==> src/hdl/ofsc_pkg.sv <==
// Package for the open-file slot cache: beat structs, operation and status codes,
// sequencer states and fixed field widths.
// It has no dependencies.
`default_nettype none

package ofsc_pkg;

   localparam int OWNER_W  = 16;
   localparam int FILE_W   = 20;
   localparam int TIME_W   = 32;
   localparam int SLOT_W   = 5;
   localparam int COUNT_W  = 6;
   localparam int STATUS_W = 2;
   localparam int OP_W     = 2;

   typedef enum logic [OP_W-1:0] {
      OP_CHECKOUT    = 2'd0,
      OP_LOOKUP      = 2'd1,
      OP_CLOSE_FILE  = 2'd2,
      OP_CLOSE_OWNER = 2'd3
   } op_type;

   typedef enum logic [STATUS_W-1:0] {
      STATUS_OK        = 2'd0,
      STATUS_REFUSED   = 2'd1,
      STATUS_OPEN_FAIL = 2'd2
   } status_type;

   typedef enum logic [1:0] {
      ST_IDLE,
      ST_SCAN,
      ST_DECIDE
   } state_type;

   typedef struct packed {
      logic [OP_W-1:0]    operation;
      logic [OWNER_W-1:0] owner_id;
      logic [FILE_W-1:0]  file_number;
      logic               want_write;
      logic [TIME_W-1:0]  now_time;
      logic               open_ok;
   } req_type;

   typedef struct packed {
      logic [STATUS_W-1:0] status;
      logic [SLOT_W-1:0]   slot;
      logic                was_hit;
      logic                need_open;
      logic                need_flush;
      logic                evicted;
      logic [OWNER_W-1:0]  evicted_owner;
      logic [FILE_W-1:0]   evicted_file;
      logic [COUNT_W-1:0]  closed_count;
   } rsp_type;

   typedef struct packed {
      logic [OWNER_W-1:0] owner;
      logic [FILE_W-1:0]  file;
      logic [TIME_W-1:0]  last_use;
   } entry_type;

   localparam int ENTRY_W = OWNER_W + FILE_W + TIME_W;

   typedef struct packed {
      logic hit_found;
      logic free_found;
      logic own_match;
   } scan_flags_type;

endpackage

`default_nettype wire

==> src/hdl/ofsc_ram.sv <==
// Generic single-write, single-read RAM with a registered read port.
// It has no dependencies.
`default_nettype none

module ofsc_ram #(
   parameter int WIDTH = 8,
   parameter int DEPTH = 32,
   localparam int AW = $clog2(DEPTH)
) (
   input  wire logic             clock,
   input  wire logic             wr_en,
   input  wire logic [AW-1:0]    wr_addr,
   input  wire logic [WIDTH-1:0] wr_data,
   input  wire logic             rd_en,
   input  wire logic [AW-1:0]    rd_addr,
   output logic      [WIDTH-1:0] rd_data
);

   logic [WIDTH-1:0] mem_ff [DEPTH];
   logic [WIDTH-1:0] rd_data_ff;

   always_ff @(posedge clock) begin
      if (wr_en) begin
         mem_ff[wr_addr] <= wr_data;
      end
      if (rd_en) begin
         rd_data_ff <= mem_ff[rd_addr];
      end
   end

   assign rd_data = rd_data_ff;

endmodule

`default_nettype wire

==> src/hdl/ofsc_scan.sv <==
// Shared slot compare unit: takes one slot entry per step and keeps the first hit,
// the first closed slot, the oldest slot and the owner match count. Uses ofsc_pkg.
`default_nettype none

module ofsc_scan #(
   parameter int SLOT_COUNT = 32,
   localparam int IW = $clog2(SLOT_COUNT),
   localparam int CW = $clog2(SLOT_COUNT + 1)
) (
   input  wire logic                               clock,
   input  wire logic                               reset,
   input  wire logic                               start,
   input  wire logic                               step,
   input  wire logic [IW-1:0]                      idx,
   input  wire ofsc_pkg::entry_type                entry,
   input  wire logic                               slot_is_open,
   input  wire logic [ofsc_pkg::OWNER_W-1:0]       key_owner,
   input  wire logic [ofsc_pkg::FILE_W-1:0]        key_file,
   output ofsc_pkg::scan_flags_type                flags,
   output logic      [IW-1:0]                      hit_idx,
   output logic      [IW-1:0]                      free_idx,
   output logic      [IW-1:0]                      min_idx,
   output ofsc_pkg::entry_type                     min_entry,
   output logic      [CW-1:0]                      own_count
);

   logic                hit_found_ff, hit_found_in;
   logic                free_found_ff, free_found_in;
   logic                min_vld_ff, min_vld_in;
   logic [CW-1:0]       own_count_ff, own_count_in;
   logic [IW-1:0]       hit_idx_ff, hit_idx_in;
   logic [IW-1:0]       free_idx_ff, free_idx_in;
   logic [IW-1:0]       min_idx_ff, min_idx_in;
   ofsc_pkg::entry_type min_entry_ff, min_entry_in;
   logic                owner_eq;
   logic                key_hit;
   logic                own_match;

   assign owner_eq  = entry.owner == key_owner;
   assign key_hit   = slot_is_open && owner_eq && (entry.file == key_file);
   assign own_match = step && slot_is_open && owner_eq;

   always_comb begin
      hit_found_in  = hit_found_ff;
      free_found_in = free_found_ff;
      min_vld_in    = min_vld_ff;
      own_count_in  = own_count_ff;
      hit_idx_in    = hit_idx_ff;
      free_idx_in   = free_idx_ff;
      min_idx_in    = min_idx_ff;
      min_entry_in  = min_entry_ff;
      if (start) begin
         hit_found_in  = 1'b0;
         free_found_in = 1'b0;
         min_vld_in    = 1'b0;
         own_count_in  = '0;
      end else if (step) begin
         if (key_hit && !hit_found_ff) begin
            hit_found_in = 1'b1;
            hit_idx_in   = idx;
         end
         if (!slot_is_open && !free_found_ff) begin
            free_found_in = 1'b1;
            free_idx_in   = idx;
         end
         if (!min_vld_ff || (entry.last_use < min_entry_ff.last_use)) begin
            min_vld_in   = 1'b1;
            min_idx_in   = idx;
            min_entry_in = entry;
         end
         if (own_match) begin
            own_count_in = own_count_ff + CW'(1);
         end
      end
   end

   always_ff @(posedge clock) begin
      if (reset) begin
         hit_found_ff  <= 1'b0;
         free_found_ff <= 1'b0;
         min_vld_ff    <= 1'b0;
         own_count_ff  <= '0;
      end else begin
         hit_found_ff  <= hit_found_in;
         free_found_ff <= free_found_in;
         min_vld_ff    <= min_vld_in;
         own_count_ff  <= own_count_in;
      end
   end

   always_ff @(posedge clock) begin
      hit_idx_ff   <= hit_idx_in;
      free_idx_ff  <= free_idx_in;
      min_idx_ff   <= min_idx_in;
      min_entry_ff <= min_entry_in;
   end

   assign flags.hit_found  = hit_found_ff;
   assign flags.free_found = free_found_ff;
   assign flags.own_match  = own_match;
   assign hit_idx          = hit_idx_ff;
   assign free_idx         = free_idx_ff;
   assign min_idx          = min_idx_ff;
   assign min_entry        = min_entry_ff;
   assign own_count        = own_count_ff;

endmodule

`default_nettype wire

==> src/hdl/open_file_slot_cache_lru_top.sv <==
// Top level of the open-file slot cache: request sequencer, slot flags, result register.
// Depends on ofsc_pkg, ofsc_ram and ofsc_scan.
`default_nettype none

// A request beat is taken only while the sequencer is idle. It then reads every slot
// once through the key RAM, one slot per cycle, and the compare unit tracks the hit,
// the first closed slot, the oldest slot and the owner matches; a close-owner request
// clears each matching open slot as it is read. A decision step, which waits until the
// result register is free, then updates the chosen slot, if any, and loads the result
// register. A new request is taken while the last result beat still waits on rsp_stall,
// but its result is held back until that beat has left.
module open_file_slot_cache_lru_top #(
   parameter int SLOT_COUNT = 32
) (
   input  wire logic              clock,
   input  wire logic              reset,
   input  wire logic              req_valid,
   output logic                   req_stall,
   input  wire ofsc_pkg::req_type req_data,
   output logic                   rsp_valid,
   input  wire logic              rsp_stall,
   output ofsc_pkg::rsp_type      rsp_data
);

   localparam int IW = $clog2(SLOT_COUNT);
   localparam int CW = $clog2(SLOT_COUNT + 1);
   localparam int NW = IW + 1;
   localparam logic [NW-1:0] ADDR_END = NW'(SLOT_COUNT);
   localparam logic [IW-1:0] IDX_LAST = IW'(SLOT_COUNT - 1);

   ofsc_pkg::state_type state_ff, state_in;
   ofsc_pkg::req_type   req_ff, req_in;
   logic [NW-1:0]       addr_ff, addr_in;
   logic                cmp_vld_ff, cmp_vld_in;
   logic [IW-1:0]       cmp_idx_ff, cmp_idx_in;
   logic [SLOT_COUNT-1:0] open_ff, open_in;
   logic [SLOT_COUNT-1:0] writable_ff, writable_in;
   logic                rsp_valid_ff, rsp_valid_in;
   ofsc_pkg::rsp_type   rsp_ff, rsp_in;

   logic                     req_take;
   logic                     issue;
   logic                     scan_start;
   logic                     out_free;
   logic                     commit;
   logic                     ram_wr_en;
   logic [IW-1:0]            ram_wr_addr;
   logic [ofsc_pkg::ENTRY_W-1:0] ram_rd_data;
   ofsc_pkg::entry_type      ram_wr_entry;
   ofsc_pkg::entry_type      rd_entry;
   ofsc_pkg::scan_flags_type flags;
   logic [IW-1:0]            hit_idx;
   logic [IW-1:0]            free_idx;
   logic [IW-1:0]            min_idx;
   ofsc_pkg::entry_type      min_entry;
   logic [CW-1:0]            own_count;

   logic [IW-1:0]            sel_idx;
   logic                     slot_given;
   logic                     need_open;
   logic                     upd_write;
   logic                     upd_close;
   logic                     upd_open;
   ofsc_pkg::rsp_type        result;
   logic [IW+ofsc_pkg::SLOT_W-1:0]  slot_wide;
   logic [CW+ofsc_pkg::COUNT_W-1:0] count_wide;

   assign req_take   = req_valid && !req_stall;
   assign req_stall  = state_ff != ofsc_pkg::ST_IDLE;
   assign issue      = (state_ff == ofsc_pkg::ST_SCAN) && (addr_ff != ADDR_END);
   assign scan_start = req_take;
   assign out_free   = !rsp_valid_ff || !rsp_stall;
   assign commit     = (state_ff == ofsc_pkg::ST_DECIDE) && out_free;
   assign rd_entry   = ofsc_pkg::entry_type'(ram_rd_data);

   ofsc_ram #(
      .WIDTH (ofsc_pkg::ENTRY_W),
      .DEPTH (SLOT_COUNT)
   ) u_key_ram (
      .clock   (clock),
      .wr_en   (ram_wr_en),
      .wr_addr (ram_wr_addr),
      .wr_data (ram_wr_entry),
      .rd_en   (issue),
      .rd_addr (addr_ff[IW-1:0]),
      .rd_data (ram_rd_data)
   );

   ofsc_scan #(
      .SLOT_COUNT (SLOT_COUNT)
   ) u_scan (
      .clock        (clock),
      .reset        (reset),
      .start        (scan_start),
      .step         (cmp_vld_ff),
      .idx          (cmp_idx_ff),
      .entry        (rd_entry),
      .slot_is_open (open_ff[cmp_idx_ff]),
      .key_owner    (req_ff.owner_id),
      .key_file     (req_ff.file_number),
      .flags        (flags),
      .hit_idx      (hit_idx),
      .free_idx     (free_idx),
      .min_idx      (min_idx),
      .min_entry    (min_entry),
      .own_count    (own_count)
   );

   always_comb begin
      result     = '0;
      sel_idx    = '0;
      slot_given = 1'b0;
      need_open  = 1'b0;
      upd_write  = 1'b0;
      upd_close  = 1'b0;
      upd_open   = 1'b0;
      unique case (ofsc_pkg::op_type'(req_ff.operation))
         ofsc_pkg::OP_CHECKOUT: begin
            slot_given = 1'b1;
            if (flags.hit_found) begin
               sel_idx        = hit_idx;
               result.was_hit = 1'b1;
               need_open      = req_ff.want_write && !writable_ff[hit_idx];
            end else if (flags.free_found) begin
               sel_idx   = free_idx;
               need_open = 1'b1;
            end else begin
               sel_idx              = min_idx;
               need_open            = 1'b1;
               result.evicted       = 1'b1;
               result.evicted_owner = min_entry.owner;
               result.evicted_file  = min_entry.file;
            end
            result.need_open = need_open;
            if (need_open && !req_ff.open_ok) begin
               result.status = ofsc_pkg::STATUS_OPEN_FAIL;
               upd_close     = 1'b1;
            end else begin
               upd_open  = need_open;
               upd_write = 1'b1;
            end
         end
         ofsc_pkg::OP_LOOKUP: begin
            if (!flags.hit_found) begin
               result.status = ofsc_pkg::STATUS_REFUSED;
            end else begin
               sel_idx        = hit_idx;
               slot_given     = 1'b1;
               result.was_hit = 1'b1;
               if (req_ff.want_write && !writable_ff[hit_idx]) begin
                  result.status = ofsc_pkg::STATUS_REFUSED;
               end else begin
                  upd_write = 1'b1;
               end
            end
         end
         ofsc_pkg::OP_CLOSE_FILE: begin
            if (!flags.hit_found) begin
               result.status = ofsc_pkg::STATUS_REFUSED;
            end else begin
               sel_idx           = hit_idx;
               slot_given        = 1'b1;
               result.was_hit    = 1'b1;
               result.need_flush = writable_ff[hit_idx];
               upd_close         = 1'b1;
            end
         end
         ofsc_pkg::OP_CLOSE_OWNER: begin
            result.closed_count = count_wide[ofsc_pkg::COUNT_W-1:0];
         end
         default: begin
            result = '0;
         end
      endcase
      if (slot_given) begin
         result.slot = slot_wide[ofsc_pkg::SLOT_W-1:0];
      end
   end

   assign slot_wide  = {{ofsc_pkg::SLOT_W{1'b0}}, sel_idx};
   assign count_wide = {{ofsc_pkg::COUNT_W{1'b0}}, own_count};

   assign ram_wr_en             = commit && upd_write;
   assign ram_wr_addr           = sel_idx;
   assign ram_wr_entry.owner    = req_ff.owner_id;
   assign ram_wr_entry.file     = req_ff.file_number;
   assign ram_wr_entry.last_use = req_ff.now_time;

   always_comb begin
      state_in     = state_ff;
      req_in       = req_ff;
      addr_in      = addr_ff;
      cmp_vld_in   = issue;
      cmp_idx_in   = addr_ff[IW-1:0];
      open_in      = open_ff;
      writable_in  = writable_ff;
      rsp_valid_in = rsp_valid_ff && rsp_stall;
      rsp_in       = rsp_ff;
      unique case (state_ff)
         ofsc_pkg::ST_IDLE: begin
            if (req_take) begin
               req_in   = req_data;
               addr_in  = '0;
               state_in = ofsc_pkg::ST_SCAN;
            end
         end
         ofsc_pkg::ST_SCAN: begin
            if (issue) begin
               addr_in = addr_ff + NW'(1);
            end
            if (flags.own_match &&
                (ofsc_pkg::op_type'(req_ff.operation) == ofsc_pkg::OP_CLOSE_OWNER)) begin
               open_in[cmp_idx_ff] = 1'b0;
            end
            if (cmp_vld_ff && (cmp_idx_ff == IDX_LAST)) begin
               state_in = ofsc_pkg::ST_DECIDE;
            end
         end
         ofsc_pkg::ST_DECIDE: begin
            if (commit) begin
               if (upd_close) begin
                  open_in[sel_idx] = 1'b0;
               end
               if (upd_open) begin
                  open_in[sel_idx]     = 1'b1;
                  writable_in[sel_idx] = req_ff.want_write;
               end
               rsp_valid_in = 1'b1;
               rsp_in       = result;
               state_in     = ofsc_pkg::ST_IDLE;
            end
         end
         default: begin
            state_in = ofsc_pkg::ST_IDLE;
         end
      endcase
   end

   always_ff @(posedge clock) begin
      if (reset) begin
         state_ff     <= ofsc_pkg::ST_IDLE;
         addr_ff      <= '0;
         cmp_vld_ff   <= 1'b0;
         open_ff      <= '0;
         writable_ff  <= '0;
         rsp_valid_ff <= 1'b0;
      end else begin
         state_ff     <= state_in;
         addr_ff      <= addr_in;
         cmp_vld_ff   <= cmp_vld_in;
         open_ff      <= open_in;
         writable_ff  <= writable_in;
         rsp_valid_ff <= rsp_valid_in;
      end
   end

   always_ff @(posedge clock) begin
      req_ff     <= req_in;
      cmp_idx_ff <= cmp_idx_in;
      rsp_ff     <= rsp_in;
   end

   assign rsp_valid = rsp_valid_ff;
   assign rsp_data  = rsp_ff;

`ifndef SYNTHESIS
   a_take_starts_scan : assert property (@(posedge clock) disable iff (reset)
      req_take |=> (state_ff == ofsc_pkg::ST_SCAN))
      else $error("accepted request beat did not start a slot scan");

   a_result_from_decide : assert property (@(posedge clock) disable iff (reset)
      (rsp_valid_ff && !$past(rsp_valid_ff)) |-> $past(state_ff == ofsc_pkg::ST_DECIDE))
      else $error("result beat appeared outside the decision step");

   a_no_write_in_scan : assert property (@(posedge clock) disable iff (reset)
      (state_ff == ofsc_pkg::ST_SCAN) |-> !ram_wr_en)
      else $error("key RAM written during a slot scan");

   a_reset_closes_slots : assert property (@(posedge clock)
      reset |=> (open_ff == '0) && !rsp_valid_ff)
      else $error("slots not all closed after reset");
`endif

endmodule

`default_nettype wire
==> config.mk <==
export PLATFORM = sky130hd
export DESIGN_NAME = open_file_slot_cache_lru_top
export DESIGN_NICKNAME = d
export VERILOG_FILES = /design/src/hdl/ofsc_pkg.sv /design/src/hdl/ofsc_ram.sv /design/src/hdl/ofsc_scan.sv /design/src/hdl/open_file_slot_cache_lru_top.sv
export SDC_FILE = /design/constraint.sdc
export NUM_CORES = 2
export LEC_CHECK = 0
export ABC_AREA = 1
export BUFFER_PORTS_ARGS = -buffer_cell sky130_fd_sc_hd__buf_2
export CAP_MARGIN = 40
export CORE_ASPECT_RATIO = 0.5
export CORE_UTILIZATION = 45
export DETAILED_ROUTE_END_ITERATION = 10
export GPL_ROUTABILITY_DRIVEN = 0
export SYNTH_ARGS = -nofsm -noshare
export SYNTH_HDL_FRONTEND = slang
export SYNTH_SLANG_ARGS = --single-unit
==> constraint.sdc <==
create_clock -name clock -period 10.7 [get_ports clock]
set_clock_uncertainty 0.15 [all_clocks]
set_input_delay 1.07 -clock clock [delete_from_list [all_inputs] [get_ports clock]]
set_output_delay 1.07 -clock clock [all_outputs]
set_load 0.05 [all_outputs]
==> flow_summary_export.csv <==
group,metric,value,unit
status,status,"complete, no violations",
pwr,leakagePower,36.32,nW
global_routing,grt_pass1_wl,418900,microns
setup_path,criticalPathCategory,"flip-flop to flip-flop",
die,pin_count,131,
synth,ys_seq_area_share,75.55,%
synth,async_flop_share,0,%
die,std_cell_rows,121,
setup_path,cp-startpoint,"u_scan.hit_idx[0]$_DFFE_PP_",
clock_tree,postCtsSetupBuffers,0,
synth,synthFlopType,"edfxtp_1",
timing,fmax,0.2164,GHz
setup_path,end_kind,"flip-flop",
placement,port_buffers,130,
setup_path,cp.required,11.00,ns
drt,drtIter0Drc,8646,
timing,min_period,4.621,ns
die,dieArea,223800,sq um
layout,stdcell_count,10860,
clock_tree,cts-root-buf,"clkbuf_16",
setup_path,path_max_fanout,40,
synth,syn_inst,7633,
clock_tree,clk_pin_slew,0.06,ns
timing,drv_slew,0,
clock_tree,cts_tree,"built",
die,start_util,45.59,%
synth,synthesis.nets,7747,
timing,slew_headroom,29.48,%
drt,drtPass1Iterations,8,
pwr,power,20.60,mW
drt,routed_wire_length_per_instance,26.54,microns
die,core_area,218900,sq um
drt,drc,0,
drt,dr_total_vias,64650,
setup_path,cp-start-kind,"flip-flop",
global_routing,antenna_found_initial,4,
timing,tns,0,ns
pwr,irDropWorstVdd,0.1346,mV
placement,dpl_cell_area,104800,sq um
clock_tree,cts_buffer_depth,4,
clock_tree,clock_sinks,2540,
timing,setup-violations-final,0,
layout,nNetsFinal,7830,
layout,mostFrequentLayoutCells,"2452 x edfxtp_1, 1391 x nor2_1, 1187 x o21ai_0, 543 x nand2_1, 448 x o22ai_1",
synth,synth_area,99800,sq um
job,maxCapViolCount,0,
synth,ys_seq_elements,2540,
die,die_h,335.0,microns
layout,design_area,112000,sq um
layout,final_common_cell,"edfxtp_1",
drt,totalWireLength,288100,microns
synth,yosysWarningCount,0,
setup_path,worstPathArrival,4.92,ns
drt,antenna_left,0,
synth,synth_edf_count,2452,
hold_path,hp-start,"req_data[34]",
clock_tree,htreeDepth,4,
layout,area.growth.synth_to_final,12.22,%
hold_path,hold_class,"primary input to flip-flop",
clock_tree,hold_buffers,0,
synth,syn_avg_cell_area,13.07,sq um
clock_tree,numCtsBuffers,228,
timing,finalHoldViolCount,0,
global_routing,grt_usage,25.26,%
global_routing,grt_max_degree,198,
die,die-width,668.0,microns
timing,worstMarginPinSlew,1.058,ns
layout,drive_gt1_share,9.681,%
synth,yosys.cell_types.count,51,
setup_path,timing.rr.start,"u_scan.hit_idx[0]$_DFFE_PP_",
timing,rsz0062_at_grt,"false",
clock_tree,clock_latency,0.87,ns
pwr,power_density,183.9,nW/um^2
global_routing,first_global_vias,60320,
placement,placed_cells,10440,
timing,period_share,43.18,%
global_routing,grt_overflow_total,0,
clock_tree,cts_resized,0,
drt,via_per_inst,5.955,
placement,dp_hpwl,161300,microns
==> final cells by class <==
class | count | area (sq um)
fillers | 18560 | 106900
clock buffers | 282 | 5982
clock inverters | 134 | 1194
inverters | 193 | 772.0
flip-flops and latches | 2540 | 75410
diodes | 2 | 5.005
multi-input cells | 4389 | 21790
repair buffers | 364 | 3147
well taps | 2952 | 3694
==> cell families (layout without fill, tap and decap cells) <==
logic type,Yosys count,in the layout,share of synthesized area [%]
buffers and inverters,704,973,2.849
AND/OR/NAND/NOR,2292,2292,9.159
XOR/XNOR,18,18,0.1580
adder cells (fa/ha/maj),38,38,0.4764
other,0,2,0
flip-flops,2540,2540,75.55
AO/OA/AOI/OAI,2041,2041,11.81
==> power by group <==
| part | internal (mW) | total [mW] | leakage [nW] | switching (mW) |
|---|---|---|---|---|
| clock network | 4.46 | 8.12 | 3.48 | 3.66 |
| registers | 11.0 | 11.0 | 22.8 | 0.0746 |
| logic | 0.372 | 1.43 | 10.0 | 1.06 |
==> per-layer routing <==
metal  track usage (%)  part of all wire [%]  up-vias
met4             6.600                   2.6        0
li1                  -                     -    28520
met3             3.915                   8.8      388
met2             39.03                    45     3032
met5                 0                     0        -
met1             37.50                    43    32710
==> worst paths after layout <==
kind	slack (ns)	depth (start not counted)	endpoint
min reg2reg	0.29	0	cmp_idx_ff[3]$_DFF_P_
max	6.08	16	u_key_ram.mem_ff[2][19]$_DFFE_PP_
min	0.22	1	ram_wr_entry[32]$_DFFE_PP_
max reg2reg	6.08	16	u_key_ram.mem_ff[2][19]$_DFFE_PP_
==> sequential cells by signal, indices dropped and copies added, names as in the netlist, 6 cells and up, named ones only <==
signal,flops
addr_ff,6
u_scan.min_entry,68
ram_wr_entry,68
rsp_data,53
writable_ff,32
u_key_ram.rd_data,68
u_scan.own_count,6
open_ff,28
u_key_ram.mem_ff,2176
==> per-stage QoR <==
stage	setup WS, ns	util [%]	hold WS (ns)
global placement	5.990	47.44	0.2815
detailed placement	6.019	47.87	0.2842
floorplan	1.139	-	0.1790
finish	6.079	51.16	0.2155
CTS	6.046	51.14	0.1673
global route	5.843	51.15	0.1799
==> worst max-delay path, cell delays in order (launching register included) <==
cell and delay [ns]:
edfxtp_1 0.68, inv_4 0.28, nand2_1 0.08, nand3_1 0.08, nand3_1 0.08, nand2_1 0.09
nand2_1 0.05, nand3_1 0.08, nand2_1 0.09, nand2_2 0.09, nand2_4 0.22, nand2_1 0.20
o211ai_4 0.08, buf_4 0.37, nor3_2 0.19, buf_4 0.55, buf_4 0.75
==> cells in the mapped netlist (all sizes together) (42+ instances only) <==
cell,number,share of area (%)
o22ai,448,2.8
o21ai,1192,6.0
buf,128,0.68
dfxtp,88,1.8
edfxtp,2452,74
clkbuf,383,1.4
inv,189,0.72
o221ai,113,0.99
nor3,66,0.34
nand3,239,1.2
nor2,1406,5.3
o211ai,43,0.33
a21oi,109,0.55
o311ai,42,0.37
nand2,551,2.1
a22o,42,0.37
(Power assumes the default switching activity.)
